### src/hw/rtl/ttl_pkg.sv
// ----------------------------------------------------------------------------
// ttl_pkg
// Shared types and constants for the tick ledger controller: field widths,
// the reload mask, event and timer action codes, and the sequencer states.
// ----------------------------------------------------------------------------
package ttl_pkg;

    // Width of the timer reload register and of tick spans.
    localparam int RELOAD_W = 24;
    // Width of the cycles-per-tick register.
    localparam int CPT_W = RELOAD_W + 1;
    // Width of the wrapping expiry counters and of the deadline distance.
    localparam int CNT32_W = 32;
    // Iteration counter width for the serial units.
    localparam int ITER_W = $clog2(RELOAD_W);
    // Last iteration index of the serial units.
    localparam logic [ITER_W-1:0] ITER_LAST = ITER_W'(RELOAD_W - 1);
    // Largest reload value.
    localparam logic [RELOAD_W-1:0] RELOAD_MASK = {RELOAD_W{1'b1}};
    // A deadline at most this many ticks away does not arm a one-shot.
    localparam logic [CNT32_W-1:0] TICKLESS_THRESHOLD = CNT32_W'(2);

    // Stream word layout.
    localparam int IN_DATA_W  = 40;
    localparam int OUT_DATA_W = 120;

    // Event codes carried in the input tuser.
    typedef enum logic [1:0] {
        CMD_EXPIRY = 2'd0,
        CMD_ARM    = 2'd1,
        CMD_WAKE   = 2'd2
    } t_cmd;

    // Timer actions reported with each result.
    typedef enum logic [1:0] {
        MODE_KEEP     = 2'd0,
        MODE_PERIODIC = 2'd1,
        MODE_ONESHOT  = 2'd2,
        MODE_STOP     = 2'd3
    } t_mode;

    // Sequencer states.
    typedef enum logic [1:0] {
        ST_IDLE = 2'd0,
        ST_CALC = 2'd1,
        ST_EMIT = 2'd2
    } t_state;

endpackage

### src/hw/rtl/ttl_div.sv
// ----------------------------------------------------------------------------
// ttl_div
// Bit-serial restoring divider that finds how many whole ticks fit in the
// reload mask: quotient and remainder of RELOAD_MASK / divisor, one quotient
// bit per cycle, most significant first.
// ----------------------------------------------------------------------------
module ttl_div import ttl_pkg::*; (
    input  logic                i_clk,
    input  logic                i_rst_n,
    input  logic                i_start,
    input  logic [CPT_W-1:0]    i_divisor,
    output logic                o_done,
    output logic [RELOAD_W-1:0] o_quot,
    output logic [CPT_W-1:0]    o_rem
);

    logic                r_busy;
    logic                r_done;
    logic [ITER_W-1:0]   r_iter;
    logic [CPT_W-1:0]    r_div;
    logic [CPT_W-1:0]    r_rem;
    logic [RELOAD_W-1:0] r_quot;

    logic [CPT_W:0]      trial;
    logic [CPT_W:0]      diff;
    logic                fits;

    // One restoring step: the dividend is all ones, so a one shifts in.
    always_comb begin
        trial = {r_rem, 1'b1};
        diff  = trial - {1'b0, r_div};
        fits  = (trial >= {1'b0, r_div});
    end

    // Control: run for one pass over the reload width.
    always_ff @(posedge i_clk) begin
        if (!i_rst_n) begin
            r_busy <= 1'b0;
            r_done <= 1'b0;
            r_iter <= '0;
        end else begin
            r_done <= r_busy && (r_iter == ITER_LAST);
            if (i_start) begin
                r_busy <= 1'b1;
                r_iter <= '0;
            end else if (r_busy) begin
                if (r_iter == ITER_LAST) begin
                    r_busy <= 1'b0;
                end
                r_iter <= r_iter + 1'b1;
            end
        end
    end

    // Datapath: partial remainder and quotient shift register.
    always_ff @(posedge i_clk) begin
        if (i_start) begin
            r_div  <= i_divisor;
            r_rem  <= '0;
            r_quot <= '0;
        end else if (r_busy) begin
            r_rem  <= fits ? diff[CPT_W-1:0] : trial[CPT_W-1:0];
            r_quot <= {r_quot[RELOAD_W-2:0], fits};
        end
    end

    assign o_done = r_done;
    assign o_quot = r_quot;
    assign o_rem  = r_rem;

endmodule

### src/hw/rtl/ttl_mul.sv
// ----------------------------------------------------------------------------
// ttl_mul
// Bit-serial shift-and-add multiplier that forms the low reload-width bits of
// the deadline span times the tick length, one multiplier bit per cycle.
// ----------------------------------------------------------------------------
module ttl_mul import ttl_pkg::*; (
    input  logic                i_clk,
    input  logic                i_rst_n,
    input  logic                i_start,
    input  logic [RELOAD_W-1:0] i_mcand,
    input  logic [RELOAD_W-1:0] i_mplier,
    output logic [RELOAD_W-1:0] o_prod
);

    logic                r_busy;
    logic [ITER_W-1:0]   r_iter;
    logic [RELOAD_W-1:0] r_mcand;
    logic [RELOAD_W-1:0] r_mplier;
    logic [RELOAD_W-1:0] r_acc;

    // Control: same pass length as the divider, so both finish together.
    always_ff @(posedge i_clk) begin
        if (!i_rst_n) begin
            r_busy <= 1'b0;
            r_iter <= '0;
        end else begin
            if (i_start) begin
                r_busy <= 1'b1;
                r_iter <= '0;
            end else if (r_busy) begin
                if (r_iter == ITER_LAST) begin
                    r_busy <= 1'b0;
                end
                r_iter <= r_iter + 1'b1;
            end
        end
    end

    // Datapath: accumulator doubles and adds, most significant bit first.
    always_ff @(posedge i_clk) begin
        if (i_start) begin
            r_mcand  <= i_mcand;
            r_mplier <= i_mplier;
            r_acc    <= '0;
        end else if (r_busy) begin
            r_acc    <= {r_acc[RELOAD_W-2:0], 1'b0}
                      + (r_mplier[RELOAD_W-1] ? r_mcand : '0);
            r_mplier <= {r_mplier[RELOAD_W-2:0], 1'b0};
        end
    end

    assign o_prod = r_acc;

endmodule

### src/hw/rtl/tickless_tick_ledger.sv
// ----------------------------------------------------------------------------
// tickless_tick_ledger
// Tick ledger controller for a tickless-idle timer. Settles kernel ticks for
// expiry, arm and wake events and tells the timer how to run next.
//
//   Channel   Direction  Contents
//   s_axis    in         tuser: command; tdata: wrapped, deadline_pending, due
//   m_axis    out        tdata: elapsed, slice, mode, reload, totals
//   cfg       in         write enable and cycles-per-tick value
//
// An arm with a deadline past the threshold first runs the serial divider and
// multiplier, which each handle one reload bit per cycle; any other event goes
// straight to emit. A result moves to the output register once that register
// is free or being taken. One event is processed at a time; the next is
// accepted the cycle after the result has moved to the output register, which
// holds it until taken. Reset is synchronous and clears all ledger state.
// ----------------------------------------------------------------------------
module tickless_tick_ledger import ttl_pkg::*; (
    input  logic                  i_clk,
    input  logic                  i_rst_n,
    // Configuration write.
    input  logic                  i_cfg_we,
    input  logic [CPT_W-1:0]      i_cfg_wdata,
    // Input events.
    input  logic                  s_axis_tvalid,
    output logic                  s_axis_tready,
    // tdata: wrapped [0], deadline_pending [1], due_ticks [33:2], zero fill
    input  logic [IN_DATA_W-1:0]  s_axis_tdata,
    // tuser: command [1:0]
    input  logic [1:0]            s_axis_tuser,
    // Results.
    output logic                  m_axis_tvalid,
    input  logic                  m_axis_tready,
    // tdata: elapsed_ticks [23:0], slice_tick [24], timer_mode [26:25],
    // reload_value [50:27], periodic_total [82:51], oneshot_total [114:83],
    // zero fill
    output logic [OUT_DATA_W-1:0] m_axis_tdata
);

    t_state              r_state;
    t_state              n_state;

    // Latched event.
    logic [1:0]          r_cmd;
    logic                r_wrapped;
    logic                r_has_dl;
    logic [CNT32_W-1:0]  r_due;

    // Ledger state.
    logic [CPT_W-1:0]    r_cpt;
    logic [RELOAD_W-1:0] r_owed;
    logic [RELOAD_W-1:0] n_owed;
    logic [CNT32_W-1:0]  r_pcnt;
    logic [CNT32_W-1:0]  n_pcnt;
    logic [CNT32_W-1:0]  r_ocnt;
    logic [CNT32_W-1:0]  n_ocnt;

    // Output register.
    logic                r_ovalid;
    logic [RELOAD_W-1:0] r_elapsed;
    logic                r_slice;
    t_mode               r_mode;
    logic [RELOAD_W-1:0] r_reload;
    logic [CNT32_W-1:0]  r_ptot;
    logic [CNT32_W-1:0]  r_otot;

    // Result of the current event.
    logic [RELOAD_W-1:0] n_elapsed;
    logic                n_slice;
    t_mode               n_mode;
    logic [RELOAD_W-1:0] n_reload;

    // Sequencer controls.
    logic                accept;
    logic                need_calc;
    logic                start;
    logic                emit;

    // Serial unit results.
    logic                div_done;
    logic [RELOAD_W-1:0] quot;
    logic [CPT_W-1:0]    rem;
    logic [RELOAD_W-1:0] prod;

    // Span selection.
    logic                use_quot;
    logic [RELOAD_W-1:0] span;
    logic [RELOAD_W-1:0] span_cycles;
    logic [CPT_W-1:0]    per_reload_full;
    logic [RELOAD_W-1:0] per_reload;
    logic [CPT_W-1:0]    quot_cycles_full;

    // An arm with a far deadline needs the span and its length in cycles.
    assign need_calc = (t_cmd'(s_axis_tuser) == CMD_ARM) && (r_cpt != '0)
                     && s_axis_tdata[1]
                     && (s_axis_tdata[33:2] > TICKLESS_THRESHOLD);

    ttl_div u_div (
        .i_clk     (i_clk),
        .i_rst_n   (i_rst_n),
        .i_start   (start),
        .i_divisor (r_cpt),
        .o_done    (div_done),
        .o_quot    (quot),
        .o_rem     (rem)
    );

    ttl_mul u_mul (
        .i_clk    (i_clk),
        .i_rst_n  (i_rst_n),
        .i_start  (start),
        .i_mcand  (r_cpt[RELOAD_W-1:0]),
        .i_mplier (s_axis_tdata[RELOAD_W+1:2]),
        .o_prod   (prod)
    );

    // Clamp the span to what the reload register holds. A clamped span uses
    // the divider's remainder, a short one the multiplier's product.
    always_comb begin
        use_quot         = (|r_due[CNT32_W-1:RELOAD_W]) || (r_due[RELOAD_W-1:0] > quot);
        span             = use_quot ? quot : r_due[RELOAD_W-1:0];
        quot_cycles_full = {1'b0, RELOAD_MASK} - rem;
        span_cycles      = use_quot ? quot_cycles_full[RELOAD_W-1:0] : prod;
        per_reload_full  = r_cpt - CPT_W'(1);
        per_reload       = per_reload_full[RELOAD_W-1:0];
    end

    // Event decode: result fields and next ledger state.
    always_comb begin
        n_elapsed = '0;
        n_slice   = 1'b0;
        n_mode    = MODE_KEEP;
        n_reload  = '0;
        n_owed    = r_owed;
        n_pcnt    = r_pcnt;
        n_ocnt    = r_ocnt;
        unique case (r_cmd)
            CMD_EXPIRY: begin
                if (r_owed != '0) begin
                    n_elapsed = r_owed;
                    n_owed    = '0;
                    n_ocnt    = r_ocnt + 1'b1;
                    if (r_cpt != '0) begin
                        n_mode   = MODE_PERIODIC;
                        n_reload = per_reload;
                    end
                end else begin
                    n_pcnt    = r_pcnt + 1'b1;
                    n_elapsed = RELOAD_W'(1);
                    n_slice   = 1'b1;
                end
            end
            CMD_ARM: begin
                if (r_cpt != '0) begin
                    n_elapsed = RELOAD_W'(r_wrapped);
                    if (r_has_dl && (r_due > TICKLESS_THRESHOLD)) begin
                        if (span != '0) begin
                            n_owed   = span;
                            n_mode   = MODE_ONESHOT;
                            n_reload = span_cycles - 1'b1;
                        end
                    end else if (!r_has_dl) begin
                        n_mode = MODE_STOP;
                    end
                end
            end
            CMD_WAKE: begin
                if (r_cpt != '0) begin
                    if (r_owed != '0) begin
                        if (r_wrapped) begin
                            n_elapsed = r_owed;
                        end
                        n_owed = '0;
                    end else begin
                        n_elapsed = RELOAD_W'(r_wrapped);
                    end
                    n_mode   = MODE_PERIODIC;
                    n_reload = per_reload;
                end
            end
            default: begin
                n_elapsed = '0;
            end
        endcase
    end

    // Sequencer state register.
    always_ff @(posedge i_clk) begin
        if (!i_rst_n) begin
            r_state <= ST_IDLE;
        end else begin
            r_state <= n_state;
        end
    end

    // Sequencer next state and strobes.
    always_comb begin
        n_state       = r_state;
        s_axis_tready = 1'b0;
        accept        = 1'b0;
        start         = 1'b0;
        emit          = 1'b0;
        unique case (r_state)
            ST_IDLE: begin
                s_axis_tready = 1'b1;
                if (s_axis_tvalid) begin
                    accept  = 1'b1;
                    start   = need_calc;
                    n_state = need_calc ? ST_CALC : ST_EMIT;
                end
            end
            ST_CALC: begin
                if (div_done) begin
                    n_state = ST_EMIT;
                end
            end
            ST_EMIT: begin
                if (!r_ovalid || m_axis_tready) begin
                    emit    = 1'b1;
                    n_state = ST_IDLE;
                end
            end
            default: begin
                n_state = ST_IDLE;
            end
        endcase
    end

    // Event latch.
    always_ff @(posedge i_clk) begin
        if (accept) begin
            r_cmd     <= s_axis_tuser;
            r_wrapped <= s_axis_tdata[0];
            r_has_dl  <= s_axis_tdata[1];
            r_due     <= s_axis_tdata[33:2];
        end
    end

    // Configuration and ledger state.
    always_ff @(posedge i_clk) begin
        if (!i_rst_n) begin
            r_cpt  <= '0;
            r_owed <= '0;
            r_pcnt <= '0;
            r_ocnt <= '0;
        end else begin
            if (i_cfg_we) begin
                r_cpt <= i_cfg_wdata;
            end
            if (emit) begin
                r_owed <= n_owed;
                r_pcnt <= n_pcnt;
                r_ocnt <= n_ocnt;
            end
        end
    end

    // Output register valid.
    always_ff @(posedge i_clk) begin
        if (!i_rst_n) begin
            r_ovalid <= 1'b0;
        end else if (emit) begin
            r_ovalid <= 1'b1;
        end else if (m_axis_tready) begin
            r_ovalid <= 1'b0;
        end
    end

    // Output register payload.
    always_ff @(posedge i_clk) begin
        if (emit) begin
            r_elapsed <= n_elapsed;
            r_slice   <= n_slice;
            r_mode    <= n_mode;
            r_reload  <= n_reload;
            r_ptot    <= n_pcnt;
            r_otot    <= n_ocnt;
        end
    end

    assign m_axis_tvalid = r_ovalid;
    assign m_axis_tdata  = {5'b0, r_otot, r_ptot, r_reload, r_mode, r_slice, r_elapsed};

endmodule
### config.mk
export PLATFORM = sky130hd
export DESIGN_NAME = tickless_tick_ledger
export DESIGN_NICKNAME = d
export VERILOG_FILES = /design/src/hw/rtl/ttl_pkg.sv /design/src/hw/rtl/ttl_div.sv /design/src/hw/rtl/ttl_mul.sv /design/src/hw/rtl/tickless_tick_ledger.sv
export SDC_FILE = /design/constraint.sdc
export NUM_CORES = 1
export LEC_CHECK = 0
export ABC_AREA = 0
export BUFFER_PORTS_ARGS = -buffer_cell sky130_fd_sc_hd__buf_2
export CAP_MARGIN = 10
export CORE_UTILIZATION = 61
export CTS_BUF_LIST = sky130_fd_sc_hd__clkbuf_2
export DETAILED_ROUTE_END_ITERATION = 8
export GPL_ROUTABILITY_DRIVEN = 0
export GPL_TIMING_DRIVEN = 0
export PLACE_DENSITY = 0.81
export SYNTH_ARGS = -nofsm -noshare
export SYNTH_HDL_FRONTEND = slang
export SYNTH_HIERARCHICAL = 1
export SYNTH_SLANG_ARGS = --single-unit
### constraint.sdc
create_clock -name i_clk -period 10.7 [get_ports i_clk]
set_input_delay 1.605 -clock i_clk [delete_from_list [all_inputs] [get_ports i_clk]]
set_output_delay 1.605 -clock i_clk [all_outputs]
set_load 0.02 [all_outputs]
==> metrics.md <==
| Metric | Value |
|---|---|
| Hold Fails Final Rpt | 0 |
| Part of the Yosys area used for sequential elements | 0.494 |
| Pins Over Slew Limit | 0 |
| Crit. Startpoint | u_div/o_quot[22] |
| Critical path destination | r_reload[16] |
| Worst-skew pair later-pin latency | approximately 1.1 ns |
| Hold buffer count at CTS | 0 |
| Worst EP arrival | roughly 6.1 ns |
| CP startpoint kind | flop |
| H-tree depth | 3 |
| Clock Root Buffer | clkbuf_2 |
| Clock Tree Buf Depth | 3 |
| Fmax | between 150 and 200 MHz |
| Die height | around 190 µm |
| Worst VDD drop | 0.155 mV |
| Clock Sink Count | around 430 |
| Final WL | about 56 mm |
| Reg2reg path depth | 17 |
| Avg Inst Size Synth | ~10 µm² |
| Area delta synth->final | 12.1% |
| Synth Cell Area | approximately 22,000 µm² |
| Routed Antenna Nets | 0 |
| Core area | roughly 35,000 µm² |
| Chip width | roughly 190 µm |
| EDFF count, synth | 224 |
| Fin util | 0.701 |
| Most common cell after layout, fill and taps aside | nor2_1 |
| Initial antenna violation count | 2 |
| TritonCTS Buffers | 105 |
| Hold Crit Class | reg2reg |
| Boundary pin count | 194 |
| Slew @ Worst Pin | roughly 1.1 ns |
| Die area | roughly 37,000 µm² |
| IO buf count | between 150 and 200 |
| Largest family of logic cells by synthesized area | simple AND/OR/NAND/NOR gates |
| Initial Util | 0.625 |
| FF-to-FF End | r_reload[16] |
| Vias per cell | ~6 |
| Reg2reg setup slack | roughly 5.4 ns |
| Area of the multi-input gates | approximately 10,000 µm² |
| Largest area contributor in the netlist | edfxtp_1 |
| DR iter-0 viols | ~1,600 |
| Pin count of the biggest net entering global routing | 52 |
| DRC errors left | 0 |
| Synth top area share | 0.308 |
| Row cnt | 68 |
| Setup total negative slack | 0 ns |
| Unrepaired setup endpoints after global routing | no |
| # setup viols final | 0 |
| Fillers | ~2,600 |
| Worst-path clk slew | roughly 0.12 ns |
| Placed Cells | 2,769 |
| Data required, critical path | about 12 ns |
| Sw Share | 0.366 |
| Grt total ovfl | 0 |
| Fin crit share | 0.495 |
| Final worst path period need | 5.29 ns |
| Clock share of power | 0.258 |
| Synth warn | 6 |
| Syn Inst Count | around 2,100 |
| Adder-Cell Fraction of Synth Area | 0.0460 |
| Setup Buffers After CTS | 0 |
| Storage element area | around 11,000 µm² |
| Ys async rst share | 0 |
| First-pass GRT wire length | 86.8 mm |
| Most frequent cells in the layout | 227 x nor2_1, 224 x edfxtp_1, 202 x dfxtp_1 |
| Reported net switching power | 1.65 mW |
| Yosys cell types | between 90 and 100 |
| Synth Area in XOR/XNOR | 0.0831 |
| Layout cells sized above 1 | 0.183 |
| Wirelength per Cell | between 15 and 20 µm |
| Outcome | finished clean |
| Area fraction in and, or, nand and nor cells after synthesis | 0.184 |
| CTS tree | done |
| Via Count | 17,600 |
| Pre-antenna DRT Iters | 6 |
| GRT Total Usage | 0.304 |
| Mux contribution to synthesized area | 0.0579 |
| Synth Area in Compound Gates | 0.101 |
| Sequential share of power | 0.465 |
| Max Fanout on Critical Path | 10 |
| Hpwl dp | just over 40 mm |
| Pwr dens | between 150 and 200 nW/µm² |
| Final-stage net count | 2,572 |
| Most used DFF post-synth | edfxtp_1 |
| Static Leak | ~9.6 nW |
| Minimum hold slack | 0.494 ns |
| Layout Cells excl Fill | 2,968 |
| Synth top area cells | edfxtp_1 31%, dfxtp_1 19%, mux2i_1 4.5%, ha_1 4.4%, xnor2_1 4.2% |
| Cell Int Power | 2.85 mW |
| Reg2Reg Launch Point | u_div/o_quot[22] |
| Vias in the first global route | 16,900 |
| MaxCap Viol Count | 0 |
| Slew HR | 0.288 |
| Post-CTS Resized | 0 |
| Worst Setup End Kind | flop |
| Combinational share of power | 0.277 |
| #FFs+latches synth | ~430 |
| WS Path Type | reg2reg |
| Max Clock Skew | approximately 0.10 ns |
==> flip-flops by register name, indices dropped and copies added, names as in the netlist, 24 cells and up <==
name,cells
u_mul/o_prod,24
u_mul/r_mcand,24
u_div/r_div,25
u_div/o_quot,24
r_pcnt,32
r_cpt,25
r_ocnt,32
r_elapsed,24
r_ptot,32
u_div/o_rem,25
r_otot,32
r_owed,24
r_due,32
r_reload,24
u_mul/r_mplier,24
==> cells in the mapped netlist (5+ instances only) <==
cell	n
buf_4	7
and3_1	24
mux2_2	26
o21ai_0	46
xnor2_1	104
o22ai_2	20
mux2i_1	97
nor2b_1	7
buf_2	16
a311oi_1	18
or2_2	6
clkbuf_1	74
nor3b_1	8
or3_1	25
o22ai_1	21
and2_1	63
a21oi_1	74
xor2_1	103
nor3_1	40
nor4_1	37
a21o_1	13
o21ai_1	9
dfxtp_1	202
o211ai_1	10
nand4_1	58
a211oi_1	12
nor2_1	227
edfxtp_1	224
nand2b_1	18
or4_1	9
o21a_1	9
nand3_1	67
a211o_1	5
o32ai_1	6
ha_1	77
and4_1	10
nand2_1	179
o21bai_1	10
inv_1	76
==> logic make-up after synthesis <==
logic type / count (synthesis)
buffers and inverters: 179
XOR/XNOR: 207
AND/OR/NAND/NOR: 804
adder cells (fa/ha/maj): 79
flip-flops: 426
multiplexers: 123
other: 1
AO/OA/AOI/OAI: 307
==> per-layer routing <==
layer  global-route usage  routed length (µm)  vias up  share of wire
li1                     -                   -     8324              -
met1                0.397               23300     8300           0.42
met2                0.497               26200      875           0.47
met3               0.0523                4380      135          0.079
met4                0.134                1800        0          0.032
met5                    0                   0        -              0
==> final cells by class <==
type / instances / area share
Sequential cell: 426 / 0.441
Antenna cell: 2 / 0.000205
Inverter: 77 / 0.0118
Tap cell: 455 / 0.0233
Buffer: 102 / 0.0186
Multi-Input combinational cell: 1525 / 0.422
Clock buffer: 148 / 0.0303
Clock inverter: 49 / 0.0132
Timing Repair Buffer: 184 / 0.0398
==> critical path, stage by stage, from the launching register on <==
cell      delay [ns]
dfxtp_1         0.44
inv_1           0.08
ha_1            0.32
nand4_1         0.16
nor4_1          0.57
o311ai_0        0.30
nand4_1         0.32
nand2_1         0.34
buf_2           0.31
a21oi_1         0.17
ha_1            0.32
nand2_1         0.18
or4_1           0.51
clkbuf_1        0.21
nor3_1          0.22
xor2_1          0.17
nor2_1          0.06
o32ai_1         0.36
==> power groups by stage <==
stage          Clock (mW)  Combinational [mW]  Sequential [mW]
2_1_floorplan           0               0.887             2.08
3_3_place_gp            0                1.15             2.12
3_5_place_dp            0                1.20             2.12
4_1_cts              1.18                1.21             2.08
5_1_grt              1.27                1.36             2.11
6_report             1.16                1.25             2.09
==> metrics by stage <==
step           setup slack, ns  cell area, µm²  power (mW)
5_1_grt                   5.06           24400        4.74
3_5_place_dp              5.21           23400        3.32
3_3_place_gp              2.91           23300        3.27
4_1_cts                   5.52           24400        4.48
6_report                  5.41           24400        4.50
2_1_floorplan             4.71           21800        2.96
==> worst min path at each step <==
stage | from | to | slack [ns] | depth (start not counted)
2_1_floorplan | r_cpt[24] | u_div/r_div[24] | 0.43 | 0
3_3_place_gp | r_state[1] | r_state[0] | 0.46 | 1
3_5_place_dp | u_mul/o_prod[21] | u_mul/o_prod[21] | 0.48 | 2
4_1_cts | u_mul/o_prod[21] | u_mul/o_prod[21] | 0.49 | 2
5_1_grt | u_mul/o_prod[21] | u_mul/o_prod[21] | 0.50 | 2
6_report | u_mul/o_prod[21] | u_mul/o_prod[21] | 0.49 | 2
(Power assumes the default switching activity.)
